[src/dwm_pkg.sv]
// Package with shared payload types and constants for the distinct window marker detector.
`timescale 1ns / 1ps

package dwm_pkg;

    // Field widths fixed by the interface
    localparam int unsigned SYMBOL_FIELD_W = 8;
    localparam int unsigned POSITION_W     = 32;
    localparam int unsigned WLEN_W         = 9;

    // Defaults for the top-level parameters
    localparam int unsigned SYMBOL_WIDTH_DEF = 8;
    localparam int unsigned COUNT_WIDTH_DEF  = 32;

    // Window length after reset
    localparam logic [WLEN_W-1:0] WINDOW_LENGTH_RESET = 9'd14;

    typedef struct packed {
        logic [SYMBOL_FIELD_W-1:0] symbol;
        logic                      new_stream;
    } in_t;

    typedef struct packed {
        logic                  marker_found;
        logic [POSITION_W-1:0] position;
        logic                  already_done;
    } out_t;

endpackage

[src/dwm_track.sv]
// Window tracker: stream counters, window start update and marker decision for one symbol.
`timescale 1ns / 1ps

module dwm_track #(
    parameter int unsigned SYMBOL_WIDTH = dwm_pkg::SYMBOL_WIDTH_DEF,
    parameter int unsigned COUNT_WIDTH  = dwm_pkg::COUNT_WIDTH_DEF
) (
    input  logic                           clk,
    input  logic                           rst_n,
    input  logic                           fire,
    input  logic [SYMBOL_WIDTH-1:0]        sym,
    input  logic                           restart,
    input  logic [COUNT_WIDTH-1:0]         last_seen,
    input  logic [dwm_pkg::WLEN_W-1:0]     window_length,
    output logic                           wr_en,
    output logic [SYMBOL_WIDTH-1:0]        wr_addr,
    output logic [COUNT_WIDTH-1:0]         wr_data,
    output dwm_pkg::out_t                  result
);

    localparam logic [COUNT_WIDTH-1:0] COUNT_MAX = {COUNT_WIDTH{1'b1}};
    localparam int unsigned PW = (COUNT_WIDTH > dwm_pkg::POSITION_W) ?
                                 COUNT_WIDTH : dwm_pkg::POSITION_W;
    localparam logic [PW-1:0] POS_CEIL = PW'({dwm_pkg::POSITION_W{1'b1}});

    logic [COUNT_WIDTH-1:0] gc_reg, gc_next;
    logic [COUNT_WIDTH-1:0] ws_reg, ws_next;
    logic [COUNT_WIDTH-1:0] base_reg, base_next;
    logic                   done_reg, done_next;

    logic                   sat;
    logic [COUNT_WIDTH-1:0] ws_r;
    logic                   done_r;
    logic [COUNT_WIDTH:0]   run_len;
    logic [COUNT_WIDTH:0]   need;
    logic                   found;
    logic [COUNT_WIDTH-1:0] pos_raw;
    logic [PW-1:0]          pos_ext;

    // Advance the stream state for one symbol
    always_comb
    begin
        sat    = (gc_reg == COUNT_MAX);
        ws_r   = restart ? (sat ? COUNT_MAX : gc_reg + 1'b1) : ws_reg;
        done_r = restart ? 1'b0 : done_reg;
        base_next = restart ? gc_reg : base_reg;

        // Window length zero acts as one
        need = (window_length == '0) ? (COUNT_WIDTH+1)'(1) : (COUNT_WIDTH+1)'(window_length);

        gc_next = sat ? gc_reg : gc_reg + 1'b1;
        ws_next = ws_r;
        if (!sat && (last_seen >= ws_r))
        begin
            ws_next = last_seen + 1'b1;
        end

        run_len = (COUNT_WIDTH+1)'(gc_next - ws_next) + 1'b1;
        found   = !sat && !done_r && (run_len >= need);
        done_next = done_r | found;

        // One-based position within the stream, floored at one and capped at 32 bits
        pos_raw = gc_next - base_next;
        if (pos_raw == '0)
        begin
            pos_raw = COUNT_WIDTH'(1);
        end
        pos_ext = PW'(pos_raw);
        if (pos_ext > POS_CEIL)
        begin
            pos_ext = POS_CEIL;
        end

        wr_en   = fire && !sat;
        wr_addr = sym;
        wr_data = gc_next;

        result.marker_found = found;
        result.position     = pos_ext[dwm_pkg::POSITION_W-1:0];
        result.already_done = done_r;
    end

    // Hold the stream state between transactions
    always_ff @(posedge clk or negedge rst_n)
    begin
        if (!rst_n)
        begin
            gc_reg   <= '0;
            ws_reg   <= COUNT_WIDTH'(1);
            base_reg <= '0;
            done_reg <= 1'b0;
        end
        else if (fire)
        begin
            gc_reg   <= gc_next;
            ws_reg   <= ws_next;
            base_reg <= base_next;
            done_reg <= done_next;
        end
    end

endmodule

[config.mk]
export PLATFORM = sky130hd
export DESIGN_NAME = dwm_track
export DESIGN_NICKNAME = d
export VERILOG_FILES = /design/src/dwm_pkg.sv /design/src/dwm_track.sv
export SDC_FILE = /design/constraint.sdc
export NUM_CORES = 1
export LEC_CHECK = 0
export ABC_AREA = 1
export BUFFER_PORTS_ARGS = -buffer_cell sky130_fd_sc_hd__buf_2
export CAP_MARGIN = 10
export CORE_MARGIN = 2
export CORE_UTILIZATION = 36
export CTS_BUF_LIST = sky130_fd_sc_hd__clkbuf_4
export DETAILED_ROUTE_END_ITERATION = 7
export RECOVER_POWER = 25
export SLEW_MARGIN = 15
export SYNTH_ARGS = -nofsm -noshare
export SYNTH_HDL_FRONTEND = slang
export SYNTH_SLANG_ARGS = --single-unit
export TNS_END_PERCENT = 1
[constraint.sdc]
create_clock -name clk -period 10.06 [get_ports clk]
set_input_delay 2.012 -clock clk [delete_from_list [all_inputs] [get_ports clk]]
set_output_delay 2.012 -clock clk [all_outputs]
set_load 0.05 [all_outputs]
# Word-level counts from Yosys, hierarchy flattened

Cells that the tools add are included.

Bits in registers: 97
Output and inout bits: 75

$lt $le $gt $ge: 3
Bitwise gates (word level): 1
Multiplexer cells: 9
Eq/ne operators: 1
Reductions and logical operators: 8
Add/sub/neg operators: 5

Operators by type and width:

| cell                    | count |
|---|---|
| $mux W32                | 7 |
| $add A32 B1 Y32 const B | 2 |
| $add A33 B1 Y33 const B | 1 |
| $ge A33 B9 Y1           | 1 |
| $sub A32 B32 Y33        | 1 |
| $eq A32 B32 Y1 const B  | 1 |
| $ge A32 B32 Y1          | 1 |
| $gt A32 B32 Y1 const B  | 1 |
| $logic_not A32 Y1       | 1 |
| $sub A32 B32 Y32        | 1 |
| $logic_not A9 Y1        | 1 |
| $mux W9                 | 1 |
| $logic_and A1 B1 Y1     | 4 |
| $logic_not A1 Y1        | 2 |
| $mux W1                 | 1 |
| $or A1 B1 Y1            | 1 |

# Depth between registers and ports, before layout

Depth after elaboration: 11
Mapped depth: 53
Gate-level depth less buffers: 52

# Worst setup path before layout

OpenSTA, ideal clock, no wires.

Kind: in2out
From: input port restart
To: output port result[33] (netlist name)
Required time: 8.048 ns
Data arrival time: 7.001 ns
Setup slack: 1.047 ns
Stages: 40
Cell sequence: clkbuf_1 -> inv_2 -> buf_1 -> mux2i_1 -> ha_1 -> a21oi_1 -> o21ai_0 -> nand2_1 -> o211ai_1 -> a31oi_1 -> nand3_1 -> nand2_2 -> inv_1 -> nand2_1 -> o21ai_1 -> ha_1 -> inv_1 -> ha_1 -> [... 4 more ...] -> nand2_1 -> xor2_1 -> ha_1 -> nand2_1 -> nor2_1 -> nand3b_1 -> nand3b_1 -> nor2_1 -> nand2_1 -> nor2_1 -> nand2_1 -> nor2_1 -> nand2_1 -> nor2_1 -> nand2_1 -> nor2_1 -> a21boi_0 -> buf_4

Word-level cells in the longest chain between the ends: 8

Ends and longest elaborated chain:

| element                 | RTL line        | text |
|---|---|---|
| from (decl)             | dwm_track.sv:12 | `input logic restart,` |
| $mux W32 (*)            | dwm_track.sv:44 | `ws_r = restart ? (sat ? COUNT_MAX : gc_reg + 1'b1) : ws_reg;` |
| $ge A32 B32 Y1          | dwm_track.sv:53 | `if (!sat && (last_seen >= ws_r))` |
| $logic_and A1 B1 Y1     | dwm_track.sv:53 |  |
| $mux W32 (*)            | dwm_track.sv:53 |  |
| via ws_next[1]          | dwm_track.sv:27 | `logic [COUNT_WIDTH-1:0] ws_reg, ws_next;` |
| $sub A32 B32 Y33 (*)    | dwm_track.sv:58 | `run_len = (COUNT_WIDTH+1)'(gc_next - ws_next) + 1'b1;` |
| $add A33 B1 Y33 (*)     | dwm_track.sv:58 |  |
| $ge A33 B9 Y1 (*)       | dwm_track.sv:59 | `found = !sat && !done_r && (run_len >= need);` |
| $logic_and A1 B1 Y1 (*) | dwm_track.sv:59 |  |
| to (decl)               | dwm_track.sv:18 | `output dwm_pkg::out_t result` |

Mark *: on every way through the listed nets, which the timed path passes. The rest lies on a longest branch.

==> reports/qor.yml <==
status: "finished with violations"
violations: "capacitance limit, slew limit"
vdd_ir_drop_max_mv: 0.300
synthMuxAreaShare: 0.00877
crit_family: "simple AND/OR/NAND/NOR gates"
period_share: 0.949
synth_flop_cell: "dfrtp_1"
fin_ws_ps: 517
firstDrtPassIters: 5
power.share.switching: 0.611
coreArea_um2: 34500
worstPathArrival_ps: 7530
drtIter0Drc: 800
drc_errors: 0
io_pins: 128
clock_sinks: 97
place_ws_ps: 395
worst-path-max-fanout: 18
synthCells: 2085
yosys.area_share.simple: 0.404
die-area_um2: 36400
via_per_inst: 5.11
antenna_left: 0
num_vias: 13515
synth-compound-area-share: 0.119
synthesis.nets: 2278
cts_hold_buf: 0
yosysTopAreaCell: "nand2_1"
std_cell_rows: 68
numCtsBuffers: 9
synth.top_cell.area_share: 0.216
gp_congestion: 0.952
synth_seq_area_share: 0.193
p_leak_nw: 7.54
ctsLongestPathBuffers: 2
die_y_um: 191
ys_types: 49
cts_tree: "yes"
areaGrowthSynthToFinish_pct: 9.84
detail_route.wirelength_um: 44200
die_w_um: 191
wire_per_inst_um: 16.7
pwr-share-comb: 0.780
grt_pass1_wl_um: 68400
internal_power_mw: 1.32
slew_violations: 158
synth-async-reset-ratio: 1.00
clkPwrFrac: 0.059
grt_pass1_vias: 12609
worst_pin_slew_ps: 3270
fillers: 3828
cap_viol_max_count: 3
p_total_mw: 3.40
critPathKind: "input pin to primary output"
clk_pin_slew_ps: 120
yosysWarnings: 0
critPathLaunchType: "input pin"
hpwl_um: 37300
antenna_found_initial: 1
grt_max_degree: 66
htree_levels: 3
crit_path_frequent_cell: "nand2_1"
ys_seq_elements: 97
synth_edf_count: 0
grt_use_total: 0.244
power_density_nw_per_um2: 246
grt_overflow: 0
start_util: 0.364
synth-adder-area-share: 0.141
critPathMaxStageDelay_ps: 370
cp.required_ps: 8050
drive_gt1_frac: 0.104
hold_viol: 0
synthXorXnorAreaFrac: 0.0356
power.switching_mw: 2.08
fin_worst_skew_ps: 37.9
slowest_stage: "ha_1"
hold_path_class: "register to register"
whs_ps: 497
endpoint_kind: "primary output"
nets: 2376
fin_tns_setup_ps: 0
relSlewSlack: -1.18
syn-cell-area_um2: 12600
finalSetupViolCount: 0
path_buf_inv: 5
clock-root-buffer: "clkbuf_4"
synth_top_family_by_area: "simple AND/OR/NAND/NOR gates"
clock.fmax_mhz: 105
synth.area.top_cells: "nand2_1 22%, dfrtp_1 19%, ha_1 14%"
seq_power_share: 0.161
synth.avg_cell_area_um2: 6.02
period_minus_slack_ps: 9540
numPortBuffers: 111
clock_latency_ps: 520
## worst reg2reg max path, delay by kind of cell, from the launching register on
family | cells | cell delay (ps)
buf+inv | 4 | 450
flops | 1 | 450
simple gates | 36 | 3870
fa+ha+maj | 6 | 1560
xor+xnor | 1 | 160
compound gates | 4 | 550
## power by group through the flow
stage / clock (mW) / combinational [mW] / sequential [mW]
after floorplan: 0 / 1.98 / 0.530
after global placement: 0 / 2.60 / 0.549
after detailed placement: 0 / 2.62 / 0.550
after CTS: 0.207 / 2.63 / 0.542
after global routing: 0.222 / 2.97 / 0.557
final: 0.200 / 2.65 / 0.546
## layout by cell type, fill, tap and decap left out, drive strengths merged, types with 6 or more instances in the layout
cell / netlist / routed
a21oi: 84 / 84
buf: 27 / 135
clkbuf: 24 / 17
dfrtp: 96 / 96
ha: 138 / 138
inv: 263 / 262
mux2i: 11 / 11
nand2: 733 / 733
nand3: 133 / 133
nand3b: 16 / 16
nand4: 39 / 39
nor2: 187 / 187
nor3: 34 / 34
nor4: 11 / 11
o21ai: 174 / 174
o21bai: 6 / 6
or2: 27 / 27
xnor2: 12 / 12
xor2: 39 / 39
## synth_stat cells (all sizes together), types with 6 or more instances
library cell and n:
dfrtp 96, clkbuf 24, xnor2 12, xor2 39
buf 27, nor4 11, or2 27, nand4 39
o21ai 174, nor3 34, nand3b 16, o21bai 6
nor2 187, nand2 733, inv 263, a21oi 84
ha 138, nand3 133, mux2i 11
## stage by stage
step / utilization / std cells / instance area (um2)
3_3_place_gp: 0.395 / 2621 / 13600
5_1_grt: 0.400 / 2643 / 13800
3_5_place_dp: 0.395 / 2621 / 13600
4_1_cts: 0.398 / 2636 / 13700
2_1_floorplan: - / 2085 / 12600
6_report: 0.400 / 2643 / 13800
## cell type report
cell class	count	area, um2	share of cell area
antenna	1	2.50	0.000181
clock buffer	14	105	0.00762
clock inverter	1	3.75	0.000272
inverter	265	1000	0.0725
multi-input combinational	1672	8930	0.647
sequential	97	2430	0.176
tap	455	569	0.0413
timing repair buffer	138	752	0.0545
## kinds of logic after synthesis
| group | count (synthesis) |
|---|---|
| and+or+nand+nor | 1186 |
| AOI/OAI and AO/OA | 284 |
| DFF | 97 |
| buffers and inverters | 316 |
| adders and majority gates | 140 |
| xor gates and xnor gates | 51 |
| muxes | 11 |
## what timing repair did
action | CTS | global route
cloned | 0 | 0
hold endpoints to repair | 0 | 0
setup buffers | 0 | 6
resized for setup | 1 | 13
setup endpoints to repair | 1 | 1
pin swaps | 0 | 4
## worst paths after layout
path                         startpoint           end  slack, ps  depth (start not counted)
min in group asynchronous         rst_n    ws_reg[23]       2210                          1
max in group asynchronous         rst_n     gc_reg[7]       3550                          2
setup reg to reg              gc_reg[1]      done_reg       2950                         51
hold reg to reg            base_reg[18]  base_reg[18]        500                          2
setup / recovery                restart    result[33]        520                         39
hold / removal             base_reg[18]  base_reg[18]        500                          2
## layer usage
layer / part of all wire / track usage / wire length [um] / vias to the layer above
met1: 0.46 / 0.332 / 20400 / 6090
met3: 0.056 / 0.0226 / 2460 / 69
met4: 0.036 / 0.0912 / 1580 / 0
li1: - / - / - / 6936
met2: 0.45 / 0.402 / 19800 / 420
met5: 0 / 0 / 0 / -
Power figures use the tool's default switching activity.
